--- src/sv/gic_pkg.sv ---
// ---------------------------------------------------------------------------
// Gamepad input conditioner package
// Shared types, constants and the axis conditioning table.
// ---------------------------------------------------------------------------
package gic_pkg;

  localparam int unsigned AxisW       = 8;
  localparam int unsigned AxisLanes   = 4;
  localparam int unsigned HoldLanes   = 4;
  localparam int unsigned EdgeLanes   = 4;
  localparam int unsigned ButtonW     = 10;
  localparam int unsigned ElapsedW    = 10;
  localparam int unsigned TimeW       = 16;
  localparam int unsigned MagW        = 7;
  localparam int unsigned LutDepth    = 129;
  localparam int unsigned InDataW     = 56;
  localparam int unsigned OutDataW    = 48;
  localparam logic [TimeW-1:0] HoldTimeReset = 16'd1500;

  // Button positions within the mask.
  localparam int unsigned BtnEdgeLo = 4;
  localparam int unsigned BtnStart  = 8;
  localparam int unsigned BtnSelect = 9;

  typedef logic [MagW-1:0] axis_lut_t [LutDepth];

  // Magnitude of the centred axis (0..128) to the conditioned percent
  // magnitude: scale to percent, drop the dead zone, stretch the rest.
  function automatic axis_lut_t build_axis_lut();
    axis_lut_t lut;
    int        pct;
    int        q;
    for (int i = 0; i < LutDepth; i++) begin
      pct = (i * 100) / 128;
      if (pct < 10) begin
        q = 0;
      end else begin
        q = ((pct - 10) * 100) / 90;
      end
      lut[i] = MagW'(q);
    end
    return lut;
  endfunction

  localparam axis_lut_t AxisLut = build_axis_lut();

  // Per-lane control for the hold timers.
  typedef struct packed {
    logic                step;
    logic                pressed;
    logic [ElapsedW-1:0] elapsed;
  } hold_ctrl_t;

  // One result item, last field in the lowest bits.
  typedef struct packed {
    logic                   menu_request;
    logic                   emergency_stop;
    logic [EdgeLanes-1:0]   edge_pulses;
    logic [HoldLanes-1:0]   hold_flags;
    logic signed [AxisW-1:0] left_right;
    logic signed [AxisW-1:0] fore_back;
    logic signed [AxisW-1:0] yaw_rate;
    logic signed [AxisW-1:0] up_down;
  } result_t;

endpackage

--- src/sv/gic_axis_lane.sv ---
// ---------------------------------------------------------------------------
// Axis lane
// Centres one raw stick axis, applies the dead zone and rescaling, and
// optionally negates the result.
// ---------------------------------------------------------------------------
module gic_axis_lane (
  input  logic [gic_pkg::AxisW-1:0]        raw_i,
  input  logic                             invert_i,
  output logic signed [gic_pkg::AxisW-1:0] axis_o
);

  logic                        below_centre;
  logic [gic_pkg::AxisW-1:0]   mag;
  logic [gic_pkg::MagW-1:0]    q;
  logic [gic_pkg::AxisW-1:0]   q_ext;

  // Raw values under 128 lie left of centre; the magnitude reaches 128.
  assign below_centre = ~raw_i[gic_pkg::AxisW-1];
  assign mag   = below_centre ? (8'd128 - raw_i) : (raw_i - 8'd128);
  assign q     = gic_pkg::AxisLut[mag];
  assign q_ext = {1'b0, q};

  assign axis_o = (below_centre ^ invert_i) ? signed'(-q_ext) : signed'(q_ext);

endmodule

--- src/sv/gic_hold_lane.sv ---
// ---------------------------------------------------------------------------
// Hold lane
// Hold timer and hold flag for one button.
// ---------------------------------------------------------------------------
module gic_hold_lane (
  input  logic                       clk_i,
  input  logic                       rst_ni,
  input  gic_pkg::hold_ctrl_t        ctrl_i,
  input  logic [gic_pkg::TimeW-1:0]  hold_time_i,
  output logic                       flag_o
);

  logic [gic_pkg::TimeW-1:0] timer_q, timer_d;
  logic                      flag_q, flag_d;
  logic [gic_pkg::TimeW:0]   sum;

  // One bit wider than the timer, so the stored value never wraps.
  assign sum = {1'b0, timer_q} + {{(gic_pkg::TimeW + 1 - gic_pkg::ElapsedW){1'b0}},
                                  ctrl_i.elapsed};

  always_comb begin
    timer_d = '0;
    flag_d  = 1'b0;
    if (ctrl_i.pressed) begin
      if (sum >= {1'b0, hold_time_i}) begin
        flag_d = 1'b1;
      end else begin
        timer_d = sum[gic_pkg::TimeW-1:0];
        flag_d  = flag_q;
      end
    end
  end

  always_ff @(posedge clk_i or negedge rst_ni) begin
    if (!rst_ni) begin
      timer_q <= '0;
      flag_q  <= 1'b0;
    end else if (ctrl_i.step) begin
      timer_q <= timer_d;
      flag_q  <= flag_d;
    end
  end

  assign flag_o = flag_d;

endmodule

--- src/sv/gamepad_input_conditioner.sv ---
// ---------------------------------------------------------------------------
// Gamepad input conditioner
// Conditions pad samples: four stick axes, hold timers, edge pulses and the
// start/select decode, one result item per input item.
//
// Channel   Dir  Handshake                Payload
// s_axis    in   tvalid/tready            tdata: lsx, lsy, rsx, rsy, buttons, elapsed
// m_axis    out  tvalid/tready            tdata: result fields
// cfg       in   cfg_we_i (no wait)       cfg_wdata_i: hold_time_ms
//
// An item is taken every cycle while the skid register is empty; its result
// goes to the output register, or to the skid register while the output is
// stalled. Four axis lanes and four hold lanes work in parallel ahead of
// these registers. The skid register keeps input acceptance going for one
// item while the output is stalled. Reset clears timers, flags, edge history
// and valids, and sets hold_time_ms to 1500.
// ---------------------------------------------------------------------------
module gamepad_input_conditioner (
  input  logic                          clk_i,
  input  logic                          rst_ni,
  input  logic                          s_axis_tvalid_i,
  output logic                          s_axis_tready_o,
  // [7:0] left_stick_x, [15:8] left_stick_y, [23:16] right_stick_x,
  // [31:24] right_stick_y, [41:32] button_mask, [51:42] elapsed_ms, rest zero
  input  logic [gic_pkg::InDataW-1:0]   s_axis_tdata_i,
  output logic                          m_axis_tvalid_o,
  input  logic                          m_axis_tready_i,
  // [7:0] up_down, [15:8] yaw_rate, [23:16] fore_back, [31:24] left_right,
  // [35:32] hold_flags, [39:36] edge_pulses, [40] emergency_stop,
  // [41] menu_request, rest zero
  output logic [gic_pkg::OutDataW-1:0]  m_axis_tdata_o,
  input  logic                          cfg_we_i,
  input  logic [gic_pkg::TimeW-1:0]     cfg_wdata_i
);

  logic [gic_pkg::TimeW-1:0]     hold_time_q;
  logic [gic_pkg::ButtonW-1:0]   buttons;
  logic [gic_pkg::ElapsedW-1:0]  elapsed;
  logic [gic_pkg::EdgeLanes-1:0] edge_now, prev_edge_q;
  logic [gic_pkg::HoldLanes-1:0] hold_flags;
  logic signed [gic_pkg::AxisW-1:0] axis [gic_pkg::AxisLanes];
  logic                          s_accept, out_take;
  gic_pkg::result_t              result_d;
  gic_pkg::result_t              out_q, skid_q;
  logic                          out_valid_q, skid_valid_q;

  assign buttons  = s_axis_tdata_i[41:32];
  assign elapsed  = s_axis_tdata_i[51:42];
  assign s_accept = s_axis_tvalid_i & s_axis_tready_o;
  assign out_take = out_valid_q & m_axis_tready_i;

  // Lanes in item order: left x, left y, right x, right y.
  for (genvar g = 0; g < gic_pkg::AxisLanes; g++) begin : g_axis
    gic_axis_lane u_axis (
      .raw_i    (s_axis_tdata_i[g*gic_pkg::AxisW +: gic_pkg::AxisW]),
      .invert_i (g[0] == 1'b1),
      .axis_o   (axis[g])
    );
  end

  for (genvar g = 0; g < gic_pkg::HoldLanes; g++) begin : g_hold
    gic_pkg::hold_ctrl_t ctrl;
    assign ctrl.step    = s_accept;
    assign ctrl.pressed = buttons[g];
    assign ctrl.elapsed = elapsed;
    gic_hold_lane u_hold (
      .clk_i       (clk_i),
      .rst_ni      (rst_ni),
      .ctrl_i      (ctrl),
      .hold_time_i (hold_time_q),
      .flag_o      (hold_flags[g])
    );
  end

  assign edge_now = buttons[gic_pkg::BtnEdgeLo +: gic_pkg::EdgeLanes];

  // Merge the lane outputs into one result item.
  always_comb begin
    result_d.up_down        = axis[1];
    result_d.yaw_rate       = axis[0];
    result_d.fore_back      = axis[3];
    result_d.left_right     = axis[2];
    result_d.hold_flags     = hold_flags;
    result_d.edge_pulses    = edge_now & ~prev_edge_q;
    result_d.emergency_stop = buttons[gic_pkg::BtnStart] & buttons[gic_pkg::BtnSelect];
    result_d.menu_request   = ~buttons[gic_pkg::BtnStart] & buttons[gic_pkg::BtnSelect];
  end

  always_ff @(posedge clk_i or negedge rst_ni) begin
    if (!rst_ni) begin
      hold_time_q <= gic_pkg::HoldTimeReset;
    end else if (cfg_we_i) begin
      hold_time_q <= cfg_wdata_i;
    end
  end

  always_ff @(posedge clk_i or negedge rst_ni) begin
    if (!rst_ni) begin
      prev_edge_q <= '0;
    end else if (s_accept) begin
      prev_edge_q <= edge_now;
    end
  end

  // Output register with a skid register behind it.
  always_ff @(posedge clk_i or negedge rst_ni) begin
    if (!rst_ni) begin
      out_valid_q  <= 1'b0;
      skid_valid_q <= 1'b0;
    end else if (!out_valid_q || out_take) begin
      if (skid_valid_q) begin
        out_valid_q  <= 1'b1;
        skid_valid_q <= 1'b0;
      end else begin
        out_valid_q  <= s_accept;
      end
    end else if (s_accept) begin
      skid_valid_q <= 1'b1;
    end
  end

  always_ff @(posedge clk_i) begin
    if (!out_valid_q || out_take) begin
      if (skid_valid_q) begin
        out_q <= skid_q;
      end else if (s_accept) begin
        out_q <= result_d;
      end
    end else if (s_accept) begin
      skid_q <= result_d;
    end
  end

  assign s_axis_tready_o = ~skid_valid_q;
  assign m_axis_tvalid_o = out_valid_q;
  assign m_axis_tdata_o  = {{(gic_pkg::OutDataW - $bits(gic_pkg::result_t)){1'b0}}, out_q};

`ifndef SYNTHESIS
  a_skid_needs_out: assert property (@(posedge clk_i) disable iff (!rst_ni)
    skid_valid_q |-> out_valid_q)
    else $error("skid register holds an item while the output register is empty");

  a_stall_fills_skid: assert property (@(posedge clk_i) disable iff (!rst_ni)
    (out_valid_q && !m_axis_tready_i && s_accept) |=> (skid_valid_q && out_valid_q))
    else $error("item accepted during an output stall was not kept");

  a_release_clears_flag: assert property (@(posedge clk_i) disable iff (!rst_ni)
    (s_accept && !buttons[0] && (!out_valid_q || out_take) && !skid_valid_q)
      |=> !out_q.hold_flags[0])
    else $error("hold flag set for a released button");
`endif

endmodule
--- config.mk ---
export PLATFORM = sky130hd
export DESIGN_NAME = gamepad_input_conditioner
export DESIGN_NICKNAME = d
export VERILOG_FILES = /design/src/sv/gic_pkg.sv /design/src/sv/gic_axis_lane.sv /design/src/sv/gic_hold_lane.sv /design/src/sv/gamepad_input_conditioner.sv
export SDC_FILE = /design/constraint.sdc
export NUM_CORES = 1
export LEC_CHECK = 0
export BUFFER_PORTS_ARGS = -buffer_cell sky130_fd_sc_hd__buf_4
export CORE_ASPECT_RATIO = 1.4
export CORE_UTILIZATION = 55
export DETAILED_ROUTE_END_ITERATION = 16
export GPL_TIMING_DRIVEN = 1
export PLACE_DENSITY = 0.74
export SLEW_MARGIN = 20
export SYNTH_ARGS = -nofsm -noshare
export SYNTH_HDL_FRONTEND = slang
export SYNTH_HIERARCHICAL = 1
export SYNTH_SLANG_ARGS = --single-unit
--- constraint.sdc ---
create_clock -name clk_i -period 12.6 [get_ports clk_i]
set_input_delay 1.26 -clock clk_i [delete_from_list [all_inputs] [get_ports clk_i]]
set_output_delay 1.26 -clock clk_i [all_outputs]
set_load 0.01 [all_outputs]
==> load_flow_metrics.sql <==
INSERT INTO impl_metrics (metric_group, metric, value, unit) VALUES
('clocking', 'htree_num_levels', '4', ''),
('floorplan', 'dieArea', '33960', 'um2'),
('sta', 'fin_tns_setup', '0', 'ns'),
('floorplan', 'num_rows', '78', ''),
('clocking', 'path_clk_slew', '0.07', 'ns'),
('grt', 'grt_pass1_vias', '15760', ''),
('logic_synthesis', 'postSynth.asyncResetShare', '51.72', '%'),
('sta', 'final.period_utilization', '43.61', '%'),
('clocking', 'hold_buffers', '0', ''),
('clocking', 'tritoncts', 'yes', ''),
('detailed_routing', 'post_drt_via_cell_ratio', '6.372', ''),
('clocking', 'insertion_delay', '0.44', 'ns'),
('clocking', 'cts_resized', '0', ''),
('floorplan', 'core', '32600', 'um2'),
('setup_path', 'r2r_cells', '18', ''),
('grt', 'grt_antenna_before_repair', '1', ''),
('sta', 'fin_hold_ws', '0.4943', 'ns'),
('logic_synthesis', 'synth-main-ff-cell', 'sky130_fd_sc_hd__edfxtp_1', ''),
('grt', 'grt_pass1_wl', '80200', 'um'),
('placed_design', 'port_buffers', '116', ''),
('power_and_ir_drop', 'p_leak', '8.121', 'nW'),
('logic_synthesis', 'synth_area_leaders', 'sky130_fd_sc_hd__edfxtp_1 (14%), sky130_fd_sc_hd__dfrtp_1 (11%), sky130_fd_sc_hd__ha_1 (9.5%)', ''),
('setup_path', 'worstSetupEndpointType', 'flip-flop', ''),
('grt', 'grt_overflow', '0', ''),
('final_layout', 'finalNonFillerCells', '2584', ''),
('detailed_routing', 'routed_length_per_instance', '18.87', 'um'),
('sta', 'clock.fmax', '182.0', 'MHz'),
('setup_path', 'worst_setup_path_startpoint', 's_axis_tdata_i[42]', ''),
('sta', 'timing.final.hold_violations', '0', ''),
('floorplan', 'chip_height', '217.6', 'um'),
('sta', 'worst_max_slew_pin_slew', '1.155', 'ns'),
('placed_design', 'detailed_place.area', '19080', 'um2'),
('clocking', 'ctsRootBufferMaster', 'sky130_fd_sc_hd__clkbuf_16', ''),
('detailed_routing', 'post_route_drc', '0', ''),
('final_layout', 'ant_diodes', '0', ''),
('grt', 'track_usage', '29.32', '%'),
('sta', 'timing.clock.skew', '0.009198', 'ns'),
('setup_path', 'crit_arrival', '5.69', 'ns'),
('logic_synthesis', 'count_of_yosys_warnings_during_synthesis', '6', ''),
('detailed_routing', 'postRouteWirelength', '48770', 'um'),
('power_and_ir_drop', 'ir_drop', '0.1076', 'mV'),
('detailed_routing', 'detail_route.iter0.violations', '997', ''),
('worst_hold_path', 'min-delay-path-class', 'reg2reg', ''),
('detailed_routing', 'count_of_vias_placed_by_the_detailed_router', '16460', ''),
('setup_path', 'cp_data_required_time', '12.79', 'ns'),
('floorplan', 'start_util', '56.04', '%'),
('final_layout', 'post_route_cells_drive_above_1_share', '17.02', '%'),
('logic_synthesis', 'synthesis.instances', '2106', ''),
('sta', 'final_critical_period', '5.494', 'ns'),
('sta', 'slew_violations', '0', ''),
('setup_path', 'crit-reg2reg-launch', 'g_hold[1].u_hold/timer_q[0]', ''),
('clocking', 'tritoncts.num_buffers', '17', ''),
('setup_path', 'timing.critical_path.fanout_max', '5', ''),
('placed_design', 'place_inst', '2554', ''),
('logic_synthesis', 'synthDominantAreaCellType', 'sky130_fd_sc_hd__edfxtp_1', ''),
('detailed_routing', 'first_pass_iters', '5', ''),
('sta', 'setup-violations-final', '0', ''),
('placed_design', 'final_estimated_routing_congestion_in_global_placement', '0.9457', ''),
('run_status', 'outcome', 'completed', ''),
('final_layout', 'final_area', '19590', 'um2'),
('final_layout', 'fillCellCount', '2912', ''),
('floorplan', 'top_level_ports', '127', ''),
('logic_synthesis', 'synth-seq-area-share', '26.18', '%'),
('setup_path', 'crit_path_end', 'm_axis_tdata_o[33]', ''),
('logic_synthesis', 'yosysMostFrequentCell', 'sky130_fd_sc_hd__nor2_1', ''),
('sta', 'max-slew-margin-rel', '22.64', '%'),
('logic_synthesis', 'ys_seq_elements', '174', ''),
('setup_path', 'setup.worst_path.class', 'in2reg', ''),
('setup_path', 'ff2ff_setup_slack', '7.73', 'ns'),
('clocking', 'clockBufferDepth', '2', ''),
('final_layout', 'layout.nets', '2353', '');
report_power, final:
group / internal [mW] / switching (mW) / total [mW] / leakage, nW
registers: 0.732 / 0.0798 / 0.811 / 1.95
logic: 0.614 / 0.823 / 1.44 / 5.93
clock network: 0.250 / 0.221 / 0.471 / 0.245
total: 1.60 / 1.12 / 2.72 / 8.12
cell type report:
cell class / count / area, um2 / area share (%)
multi-input combinational: 1654 / 12180 / 62.14
clock inverter: 13 / 88.84 / 0.4534
inverter: 154 / 578.1 / 2.950
clock buffer: 17 / 425.4 / 2.171
sequential: 174 / 4785 / 24.42
timing repair buffer: 132 / 991.0 / 5.057
tap: 440 / 550.5 / 2.810
how the worst min path moves through the flow:
stage	startpoint	end	slack, ns	cells past startpoint
2_1_floorplan	g_hold[0].u_hold/timer_q[0]	g_hold[0].u_hold/timer_q[0]	0.46	1
3_3_place_gp	g_hold[0].u_hold/timer_q[3]	g_hold[0].u_hold/timer_q[3]	0.47	1
3_5_place_dp	g_hold[3].u_hold/timer_q[4]	g_hold[3].u_hold/timer_q[4]	0.48	1
4_1_cts	g_hold[3].u_hold/timer_q[4]	g_hold[3].u_hold/timer_q[4]	0.50	1
5_1_grt	g_hold[1].u_hold/timer_q[5]	g_hold[1].u_hold/timer_q[5]	0.51	1
6_report	g_hold[0].u_hold/timer_q[8]	g_hold[0].u_hold/timer_q[8]	0.49	1
worst max-delay path: stages:
cell                       delay (ns)
sky130_fd_sc_hd__buf_4           0.14
sky130_fd_sc_hd__ha_1            0.18
sky130_fd_sc_hd__inv_1           0.05
sky130_fd_sc_hd__fa_1            0.42
sky130_fd_sc_hd__nand2b_1        0.20
sky130_fd_sc_hd__a211oi_1        0.28
sky130_fd_sc_hd__nor3_1          0.14
sky130_fd_sc_hd__o21ai_0         0.52
sky130_fd_sc_hd__nand3_1         0.18
sky130_fd_sc_hd__xnor2_1         0.27
sky130_fd_sc_hd__ha_1            0.31
sky130_fd_sc_hd__nand4_1         0.14
sky130_fd_sc_hd__nor3_1          0.08
sky130_fd_sc_hd__and3_1          0.16
sky130_fd_sc_hd__or4_4           0.53
sky130_fd_sc_hd__or3_4           0.37
sky130_fd_sc_hd__nor2_1          0.10
sky130_fd_sc_hd__nor2_1          0.08
sky130_fd_sc_hd__mux2_4          0.28
metrics by stage:
stage / utilization (%) / total power [mW] / setup WS [ns]
after floorplan: - / 1.906 / 7.504
after global placement: 58.53 / 2.190 / 6.849
after detailed placement: 58.53 / 2.240 / 6.744
after CTS: 60.11 / 2.724 / 7.193
after global routing: 60.11 / 2.934 / 6.812
final: 60.11 / 2.719 / 7.106
routing by layer:
layer	up-vias	GRT usage [%]	share of wire [%]
met2	557	49.84	49
met3	114	4.293	6.1
met1	7879	36.44	41
met5	-	0	0.023
li1	7912	-	-
met4	2	13.50	4.0
cell usage in the layout, fill, tap and decap left out, types with 20 or more instances in the layout:
cell type / synthesis / layout
sky130_fd_sc_hd__nand2_1: 151 / 151
sky130_fd_sc_hd__nand3_1: 61 / 61
sky130_fd_sc_hd__o2bb2ai_1: 23 / 23
sky130_fd_sc_hd__nor3_1: 55 / 55
sky130_fd_sc_hd__edfxtp_1: 84 / 84
sky130_fd_sc_hd__dfrtp_1: 83 / 82
sky130_fd_sc_hd__nor2_1: 156 / 155
sky130_fd_sc_hd__a21oi_1: 121 / 121
sky130_fd_sc_hd__o211ai_1: 25 / 25
sky130_fd_sc_hd__xnor2_1: 69 / 69
sky130_fd_sc_hd__mux2_4: 36 / 36
sky130_fd_sc_hd__ha_1: 139 / 139
sky130_fd_sc_hd__nor2b_1: 42 / 41
sky130_fd_sc_hd__o21ai_0: 117 / 117
sky130_fd_sc_hd__a22o_1: 20 / 20
sky130_fd_sc_hd__nand4_1: 25 / 25
sky130_fd_sc_hd__a211oi_1: 44 / 44
sky130_fd_sc_hd__buf_4: 13 / 132
sky130_fd_sc_hd__mux2_2: 36 / 36
sky130_fd_sc_hd__inv_1: 152 / 151
sky130_fd_sc_hd__xor2_1: 20 / 20
sky130_fd_sc_hd__a31oi_1: 27 / 27
flip-flops by register name, indices dropped and copies added (netlist names):
register               count
g_hold.u_hold/flag_q       4
m_axis_tdata_o            42
skid_q                    42
m_axis_tvalid_o            1
prev_edge_q                4
hold_time_q               16
g_hold.u_hold/timer_q     64
skid_valid_q               1
logic make-up after synthesis:
group,share of synthesized area (%)
other,0.04111
AOI/OAI and AO/OA,26.88
adders and majority gates,9.959
muxes,5.815
and+or+nand+nor,19.31
buffers and inverters,7.452
xor gates and xnor gates,4.356
DFF,26.18
Note: power is estimated with default switching activity, not from simulation.
